==> config.mk <==
export PLATFORM = sky130hd
export DESIGN_NAME = button_debounce_long_press_core
export DESIGN_NICKNAME = d
export VERILOG_FILES = /design/src/hw/rtl/bdlp_pkg.sv /design/src/hw/rtl/bdlp_state_ram.sv /design/src/hw/rtl/bdlp_update.sv /design/src/hw/rtl/button_debounce_long_press_core.sv
export SDC_FILE = /design/constraint.sdc
export NUM_CORES = 1
export LEC_CHECK = 0
export BUFFER_PORTS_ARGS = -buffer_cell sky130_fd_sc_hd__buf_4
export CAP_MARGIN = 20
export CELL_PAD_IN_SITES_DETAIL_PLACEMENT = 1
export CELL_PAD_IN_SITES_GLOBAL_PLACEMENT = 2
export CORE_MARGIN = 10
export CORE_UTILIZATION = 41
export CTS_CLUSTER_DIAMETER = 80
export DETAILED_ROUTE_END_ITERATION = 10
export HOLD_SLACK_MARGIN = 0.15
export PLACE_DENSITY = 0.73
export SYNTH_ARGS = -nofsm -noshare
export SYNTH_HDL_FRONTEND = slang
export SYNTH_HIERARCHICAL = 1
export SYNTH_SLANG_ARGS = --single-unit
==> constraint.sdc <==
create_clock -name clk -period 14 [get_ports clk]
set_input_delay 2.8 -clock clk [delete_from_list [all_inputs] [get_ports clk]]
set_output_delay 2.8 -clock clk [all_outputs]
set_load 0.02 [all_outputs]
==> src/hw/rtl/bdlp_pkg.sv <==
`default_nettype none
package bdlp_pkg;

	localparam int NUM_BUTTONS_DEF = 4;

	localparam logic [15:0] DEBOUNCE_RESET   = 16'd50;
	localparam logic [15:0] LONG_PRESS_RESET = 16'd800;

	localparam logic REG_DEBOUNCE   = 1'b0;
	localparam logic REG_LONG_PRESS = 1'b1;

	typedef enum logic [1:0] {
		EV_NONE  = 2'd0,
		EV_SHORT = 2'd1,
		EV_LONG  = 2'd2
	} bdlp_event_t;

	typedef struct packed {
		logic        is_down;
		logic [31:0] down_since;
		logic        long_done;
		logic        settling;
		logic [31:0] settle_since;
	} bdlp_entry_t;

	typedef struct packed {
		bdlp_event_t event_kind;
		logic        stable_pressed;
		logic        long_held;
		logic [31:0] held_ms;
	} bdlp_result_t;

endpackage
`default_nettype wire

==> src/hw/rtl/bdlp_state_ram.sv <==
`default_nettype none
module bdlp_state_ram
	import bdlp_pkg::*;
#(
	parameter int NUM_BUTTONS = NUM_BUTTONS_DEF,
	localparam int AddrW = (NUM_BUTTONS > 1) ? $clog2(NUM_BUTTONS) : 1
) (
	input  wire logic             clk,
	input  wire logic             arst_n,
	input  wire logic             rd_en,
	input  wire logic [AddrW-1:0] rd_addr,
	output bdlp_entry_t           rd_data,
	input  wire logic             wr_en,
	input  wire logic [AddrW-1:0] wr_addr,
	input  wire bdlp_entry_t      wr_data
);

	bdlp_entry_t             mem_q [NUM_BUTTONS];
	logic [NUM_BUTTONS-1:0]  vld_q;
	bdlp_entry_t             rd_data_q;
	logic                    rd_vld_q;

	always_ff @(posedge clk) begin
		if (wr_en) begin
			mem_q[wr_addr] <= wr_data;
		end
		if (rd_en) begin
			rd_data_q <= mem_q[rd_addr];
		end
	end

	// entries never written read as the reset value
	always_ff @(posedge clk or negedge arst_n) begin
		if (!arst_n) begin
			vld_q    <= '0;
			rd_vld_q <= 1'b0;
		end else begin
			if (wr_en) begin
				vld_q[wr_addr] <= 1'b1;
			end
			if (rd_en) begin
				rd_vld_q <= vld_q[rd_addr];
			end
		end
	end

	assign rd_data = rd_vld_q ? rd_data_q : '0;

endmodule
`default_nettype wire

==> src/hw/rtl/bdlp_update.sv <==
`default_nettype none
module bdlp_update
	import bdlp_pkg::*;
(
	input  wire bdlp_entry_t  cur,
	input  wire logic         raw_pressed,
	input  wire logic [31:0]  now_ms,
	input  wire logic [15:0]  debounce_ms,
	input  wire logic [15:0]  long_lim_ms,
	output bdlp_entry_t       nxt,
	output bdlp_result_t      res
);

	logic [31:0] d_settle;
	logic [31:0] d_down;
	logic [31:0] held;
	logic        press_now;
	bdlp_event_t ev;

	assign d_settle = now_ms - cur.settle_since;
	assign d_down   = now_ms - cur.down_since;

	always_comb begin
		nxt       = cur;
		ev        = EV_NONE;
		press_now = 1'b0;
		if (raw_pressed != cur.is_down) begin
			if (!cur.settling) begin
				nxt.settling     = 1'b1;
				nxt.settle_since = now_ms;
			end else if (d_settle >= {16'd0, debounce_ms}) begin
				if (raw_pressed) begin
					nxt.is_down    = 1'b1;
					nxt.down_since = now_ms;
					nxt.long_done  = 1'b0;
					press_now      = 1'b1;
				end else begin
					if (!cur.long_done && (d_down < {16'd0, long_lim_ms})) begin
						ev = EV_SHORT;
					end
					nxt.is_down   = 1'b0;
					nxt.long_done = 1'b0;
				end
				nxt.settling = 1'b0;
			end
		end
		held = press_now ? 32'd0 : d_down;
		if (nxt.is_down && !nxt.long_done && (held >= {16'd0, long_lim_ms})) begin
			nxt.long_done = 1'b1;
			ev            = EV_LONG;
		end
		res.event_kind     = ev;
		res.stable_pressed = nxt.is_down;
		res.long_held      = nxt.is_down && nxt.long_done;
		res.held_ms        = nxt.is_down ? held : 32'd0;
	end

endmodule
`default_nettype wire

==> src/hw/rtl/button_debounce_long_press_core.sv <==
`default_nettype none
// channel  | handshake                    | payload
// sample   | sample_valid / sample_stall  | button, raw_pressed, now_ms
// result   | result_valid / result_stall  | event_kind, stable_pressed, long_held, held_ms
// config   | cfg_we                       | cfg_idx, cfg_data
//
// One sample per cycle. State read at accept, updated in stage 1 and written
// back; a same-button sample right behind takes the written entry by bypass.
// Result is registered from stage 1, in an output register.
// Reset clears all state at once (per-entry valid bits); no clearing pass.
// A stalled result holds stage 1; the sample side stalls only then.
module button_debounce_long_press_core
	import bdlp_pkg::*;
#(
	parameter int NUM_BUTTONS = NUM_BUTTONS_DEF
) (
	input  wire logic        clk,
	input  wire logic        arst_n,
	input  wire logic        cfg_we,
	input  wire logic        cfg_idx,
	input  wire logic [15:0] cfg_data,
	input  wire logic        sample_valid,
	output logic             sample_stall,
	input  wire logic [1:0]  button,
	input  wire logic        raw_pressed,
	input  wire logic [31:0] now_ms,
	output logic             result_valid,
	input  wire logic        result_stall,
	output logic [1:0]       event_kind,
	output logic             stable_pressed,
	output logic             long_held,
	output logic [31:0]      held_ms
);

	localparam int AddrW = (NUM_BUTTONS > 1) ? $clog2(NUM_BUTTONS) : 1;

	logic [15:0]      deb_q;
	logic [15:0]      lp_q;

	logic             vld_s1;
	logic [AddrW-1:0] addr_s1;
	logic             raw_s1;
	logic [31:0]      now_s1;
	logic             in_range_s1;
	logic             fwd_s1;
	bdlp_entry_t      last_wr_q;

	bdlp_result_t     res_q;

	logic             accept;
	logic             adv_s1;
	logic             wr_en;
	logic             in_range;
	logic [AddrW-1:0] in_addr;
	bdlp_entry_t      rd_data;
	bdlp_entry_t      cur;
	bdlp_entry_t      nxt;
	bdlp_result_t     res;

	always_ff @(posedge clk or negedge arst_n) begin
		if (!arst_n) begin
			deb_q <= DEBOUNCE_RESET;
			lp_q  <= LONG_PRESS_RESET;
		end else if (cfg_we) begin
			case (cfg_idx)
				REG_DEBOUNCE:   deb_q <= cfg_data;
				REG_LONG_PRESS: lp_q  <= cfg_data;
				default:        deb_q <= deb_q;
			endcase
		end
	end

	assign in_addr      = AddrW'(button);
	assign in_range     = 32'(button) < 32'(NUM_BUTTONS);
	assign adv_s1       = !result_valid || !result_stall;
	assign sample_stall = vld_s1 && !adv_s1;
	assign accept       = sample_valid && !sample_stall;
	assign wr_en        = vld_s1 && adv_s1 && in_range_s1;

	bdlp_state_ram #(
		.NUM_BUTTONS(NUM_BUTTONS)
	) u_ram (
		.clk     (clk),
		.arst_n  (arst_n),
		.rd_en   (accept && in_range),
		.rd_addr (in_addr),
		.rd_data (rd_data),
		.wr_en   (wr_en),
		.wr_addr (addr_s1),
		.wr_data (nxt)
	);

	assign cur = fwd_s1 ? last_wr_q : rd_data;

	bdlp_update u_update (
		.cur           (cur),
		.raw_pressed   (raw_s1),
		.now_ms        (now_s1),
		.debounce_ms   (deb_q),
		.long_lim_ms   (lp_q),
		.nxt           (nxt),
		.res           (res)
	);

	always_ff @(posedge clk or negedge arst_n) begin
		if (!arst_n) begin
			vld_s1       <= 1'b0;
			result_valid <= 1'b0;
		end else begin
			if (!sample_stall) begin
				vld_s1 <= accept;
			end
			if (adv_s1) begin
				result_valid <= vld_s1;
			end
		end
	end

	always_ff @(posedge clk) begin
		if (accept) begin
			addr_s1     <= in_addr;
			raw_s1      <= raw_pressed;
			now_s1      <= now_ms;
			in_range_s1 <= in_range;
			fwd_s1      <= wr_en && (addr_s1 == in_addr);
		end
		if (wr_en) begin
			last_wr_q <= nxt;
		end
		if (vld_s1 && adv_s1) begin
			res_q <= in_range_s1 ? res : '0;
		end
	end

	assign event_kind     = res_q.event_kind;
	assign stable_pressed = res_q.stable_pressed;
	assign long_held      = res_q.long_held;
	assign held_ms        = res_q.held_ms;

endmodule
`default_nettype wire

# Yosys cells after proc, flatten, opt, wreduce, memory -nomap -nowiden
# Memories as Yosys holds them, arrays and structs flattened. A register that Yosys moved wholly into a read port is not among the register bits.
# Index checks and enable logic that the tools add are counted.
# word_totals
regBits	177
latch_bits	0
ramBits	268
romBits	0
input_bits	57
word_cells	79
mem_count	1
# memory_table
name	depth	word_bits	read_ports	rd_clocked_by_memory_dff	wr	line_no	source
u_ram.mem_q	4	67	1	1	1	bdlp_state_ram.sv:18	bdlp_entry_t mem_q [NUM_BUTTONS];
# classes
add_sub_neg	2
n_mul	0
div	0
order_cmp	6
n_eq_ne	2
n_shift	0
n_mux	25
bitwise	5
reduce_logical	19
# ops
op	n
two-way mux 67 bit	3
two-way mux 32 bit	3
greater-or-equal comparator 32 x 16 -> 1 bit	2
subtractor 32 bit	2
two-way mux 35 bit	1
two-way mux 34 bit	1
less-than comparator 32 x 16 -> 1 bit	1
two-way mux 1 bit	12
logical AND 1 bit	9
logical NOT 1 bit	6
less-than comparator 2 x 3 -> 1 bit, second input constant	2
two-way mux 2 bit	3
OR reduction 5 bit	1
inverter 1 bit	4
bitwise OR 4 bit	1
AND reduction 2 bit	2
binary-select mux 1 bit (select 2 bit)	1
demux 1 bit (select 2 bit)	1
equality test 2 bit	1
greater-or-equal comparator 2 x 1 -> 1 bit, second input constant	1
logical OR 1 bit	1
inequality test 1 bit	1

# Depth between registers and ports, before layout
# logic_depth
depth_word	12
depth_mapped	36
mapped_depth_nobuf	33

# Cells and area by module
# Netlist, hierarchy kept.
# modules_own_cells
mod	n_inst	cells_per_inst	area_each_um2	seq_area_each_um2
bdlp_state_ram	1	512	12363.1	10184.8
button_debounce_long_press_core	1	293	6349.8	5032.3
bdlp_update	1	954	6329.8	0.0

# Worst setup path before layout
# Ideal clock, no wire load.
# synth_path
path_type	input to register
from	in result_stall
to	reg u_ram.vld_q[0]
t_arrival_ns	15.426
required_ns	13.905
path_slack_ns	-1.521
cell_stages	3
cell_sequence	a21boi_0 -> nor3b_1 -> or2_2
# synth_via
elab_chain_len	3
# synth_lines
item	line_no	source
start: declaration	button_debounce_long_press_core.sv:28	input wire logic result_stall,
logical NOT 1 bit	button_debounce_long_press_core.sv:75	assign adv_s1 = !result_valid || !result_stall;
logical OR 1 bit	button_debounce_long_press_core.sv:75	
logical AND 1 bit	button_debounce_long_press_core.sv:78	assign wr_en = vld_s1 && adv_s1 && in_range_s1;
end signal: assignment	bdlp_state_ram.sv:35	vld_q <= '0;
end signal: indexed assignment	bdlp_state_ram.sv:39	vld_q[wr_addr] <= 1'b1;
end: declaration	bdlp_state_ram.sv:19	logic [NUM_BUTTONS-1:0] vld_q;
# Every way passes these cells.
# A chain may end at the register's enable or synchronous reset.

==> results.cfg <==
[worst_setup_path]
crit_required_ps = 14360
endpoint_kind = register
cp.arrival_ps = 9100
startpoint_type = register
r2r_cells = 32
cp_top_family = compound AO/OA/AOI/OAI gates
critical_path_class = reg2reg
crit_fanout = 46
critPathBufInv = 4
crit_top_cell = a21o_1
critPathSlowestCell = buf_4
worst-path-stages = 32
slowest_delay_ps = 610

[clocking]
cts_buffer_depth = 3
cts_tree = done
hold_buffers = 0
cts_setup_buffers = 0
cts_buffers = 55
worstSkewPairLatency_ps = 620
cts.clk_slew.worst_paths_ps = 60
htree_levels = 2
cts_resized = 0
numClockSinks = 513
root_buffer = clkbuf_16

[synthesis]
yosysWarnings = 6
synthArstFlopShare_pct = 7.602
synth_enable_flop_cells = 474
syn_inst = 1759
synth_top_area_share_pct = 56.84
avgSynthCellArea_sq_um = 14.24
synth_flop_cell = edfxtp_1
ys_types = 83
synth_largest_area_cell = edfxtp_1
postSynthNetCount = 1927
ys_seq_area_share_pct = 60.76
synth_area_sq_um = 25040
yosys-top-cells-area = edfxtp_1 57%, mux4_2 6.0%, mux2_2 5.5%
synth_seq_cells = 513

[power]
p_clk_share_pct = 31.1
peakVddDrop_mv = 0.1314
combPwrFrac_pct = 25.8
swShare_pct = 30.36
p_int_w = 0.003137
seqPwrFrac_pct = 43.1
p_sw_w = 0.001368
p_leak_nw = 10.44
pwr_density_cell_nw_per_um2 = 159.6

[sta]
setup_tns_ps = 0
layout_setup_ws_ps = 5261
setup_viol = 0
finalCritPeriodShare_pct = 62.42
drv_slew = 0
slew_headroom_pct = 28.36
layout_min_cycle_time_ps = 8739
tightest_slew_ps = 1061
fin_skew_ps = 27.68
rsz0062_at_grt = no
max_freq_ghz = 0.1144
hold_viol = 0

[placed_design]
gp_congestion = 0.8558
placed_area_sq_um = 26470
place_ws_ps = 5140
placed_cells = 2583
hpwl_um = 45140
port-buffer-count = 94

[route]
routedWlPerCell_um = 24.47
wl_met3_um = 2766
wl_um = 65640
drtAntennaViolNets = 0
num_vias = 14930
dr.pass1.iters = 5
highest_layer = met4
wl_met1_um = 30840
via_per_inst = 5.568
drt-initial-drc-count = 895
drc_errors = 0
dr_wl_met2_um = 30940

[floorplanning]
dieArea_sq_um = 71370
die_h_um = 267.1
start_util_pct = 41.41
row_count = 90
io_pins = 95
die_w_um = 267.1
core_area_sq_um = 60470

[final_layout]
final_cells = 2682
fin_area_sq_um = 28230
layout_common_cells = 474 x edfxtp_1, 125 x inv_1, 123 x mux2_2
drive_above_1_share_pct = 22.89
n_antenna_cell = 0
final_util_pct = 46.68
final_common_cell = edfxtp_1
regArea_sq_um = 15220
finalNetCount = 2026
fillers = 5998
areaGrowthSynthToFinish_pct = 12.72
multi_input_area_sq_um = 8965

[global_route]
grt.total_usage_pct = 18.27
grt_first_pass_wirelength_um = 99280
grt_pass1_vias = 15840
overflow = 0
grt_max_degree = 59
antenna_found_initial = 0

[hold_path]
hold_class = reg2reg
min_path_cells = 1

[outcome]
outcome = finished, final reports clean

[flow_run]
drv_cap = 0
[state kept, by name, summed over array words and instances, names as in the netlist]
signal,cells
addr_s1,2
deb_q,16
event_kind,2
fwd_s1,1
held_ms,32
last_wr_q,67
long_held,1
lp_q,16
now_s1,32
raw_s1,1
result_valid,1
stable_pressed,1
u_ram/mem_q,268
u_ram/rd_data_q,67
u_ram/rd_vld_q,1
u_ram/vld_q,4
vld_s1,1
[worst paths after layout]
kind / to / from / slack (ps)
max reg2reg: event_kind[1] / u_ram/rd_vld_q / 5260
min in group asynchronous: lp_q[10] / arst_n / 2160
max: event_kind[1] / u_ram/rd_vld_q / 5260
min reg2reg: u_ram/vld_q[3] / u_ram/vld_q[3] / 470
min: u_ram/vld_q[3] / u_ram/vld_q[3] / 470
max in group asynchronous: u_ram/rd_vld_q / arst_n / 11440
[worst reg2reg max path, delay by kind of cell, from the launching register on]
family,cells,cell delay [ps]
DFF,1,340
adders and majority gates,3,800
muxes,1,170
AOI/OAI and AO/OA,15,3590
and+or+nand+nor,8,1980
xor gates and xnor gates,1,190
buffers and inverters,4,1410
[cells by family after synthesis]
family | after synthesis | synth area share (%)
AO/OA/AOI/OAI | 286 | 7.405
XOR/XNOR | 51 | 1.784
adder cells (fa/ha/maj) | 111 | 5.606
buffers and inverters | 195 | 3.622
flip-flops | 513 | 60.76
multiplexers | 213 | 12.74
AND/OR/NAND/NOR | 390 | 8.084
[metrics by stage]
stage	total power, W	hold WS, ps
after floorplan	0.002763	433.4
after global placement	0.003092	449.7
after detailed placement	0.003133	453.4
after CTS	0.004553	472.8
after global routing	0.004743	493.5
final	0.004505	474.1
[power by group through the flow]
stage	logic, W	clock network [W]	registers (W)
6_report	0.00116	0.00140	0.00194
5_1_grt	0.00129	0.00150	0.00196
4_1_cts	0.00117	0.00144	0.00195
3_5_place_dp	0.00116	0	0.00198
3_3_place_gp	0.00113	0	0.00197
2_1_floorplan	0.000785	0	0.00198
[area by class of cell]
type,instances,area share (%)
clock buffers,66,5.204
clock inverters,33,1.015
inverters,125,1.662
multi-input cells,1051,31.76
flip-flops and latches,513,53.91
well taps,782,3.466
repair buffers,112,2.979
[cells in the mapped netlist (all sizes together) (4+ instances only)]
library cell / count
and3: 10
or2: 6
inv: 125
a31oi: 11
a21o: 23
nor2b: 8
mux2i: 10
nand4: 19
a41oi: 4
nand2b: 21
a22oi: 5
a311oi: 4
a211o: 4
nand2: 89
buf: 37
nor2: 86
mux4: 67
nor4: 5
a21oi: 73
and4: 4
o21ai: 84
xor2: 20
o2111ai: 5
nand3: 17
o21a: 14
dfstp: 6
a21boi: 6
mux2: 136
nor3: 17
and2: 92
ha: 109
dfrtp: 33
edfxtp: 474
o21bai: 4
xnor2: 31
a211oi: 12
clkbuf: 33
o211ai: 12
[layer usage]
metal  up-vias  track usage [%]
li1       6845                -
met1      7725            25.54
met2       294            29.68
met3        70            2.779
met4         0            4.023
met5         -                0
Note: power is estimated with default switching activity, not from simulation.
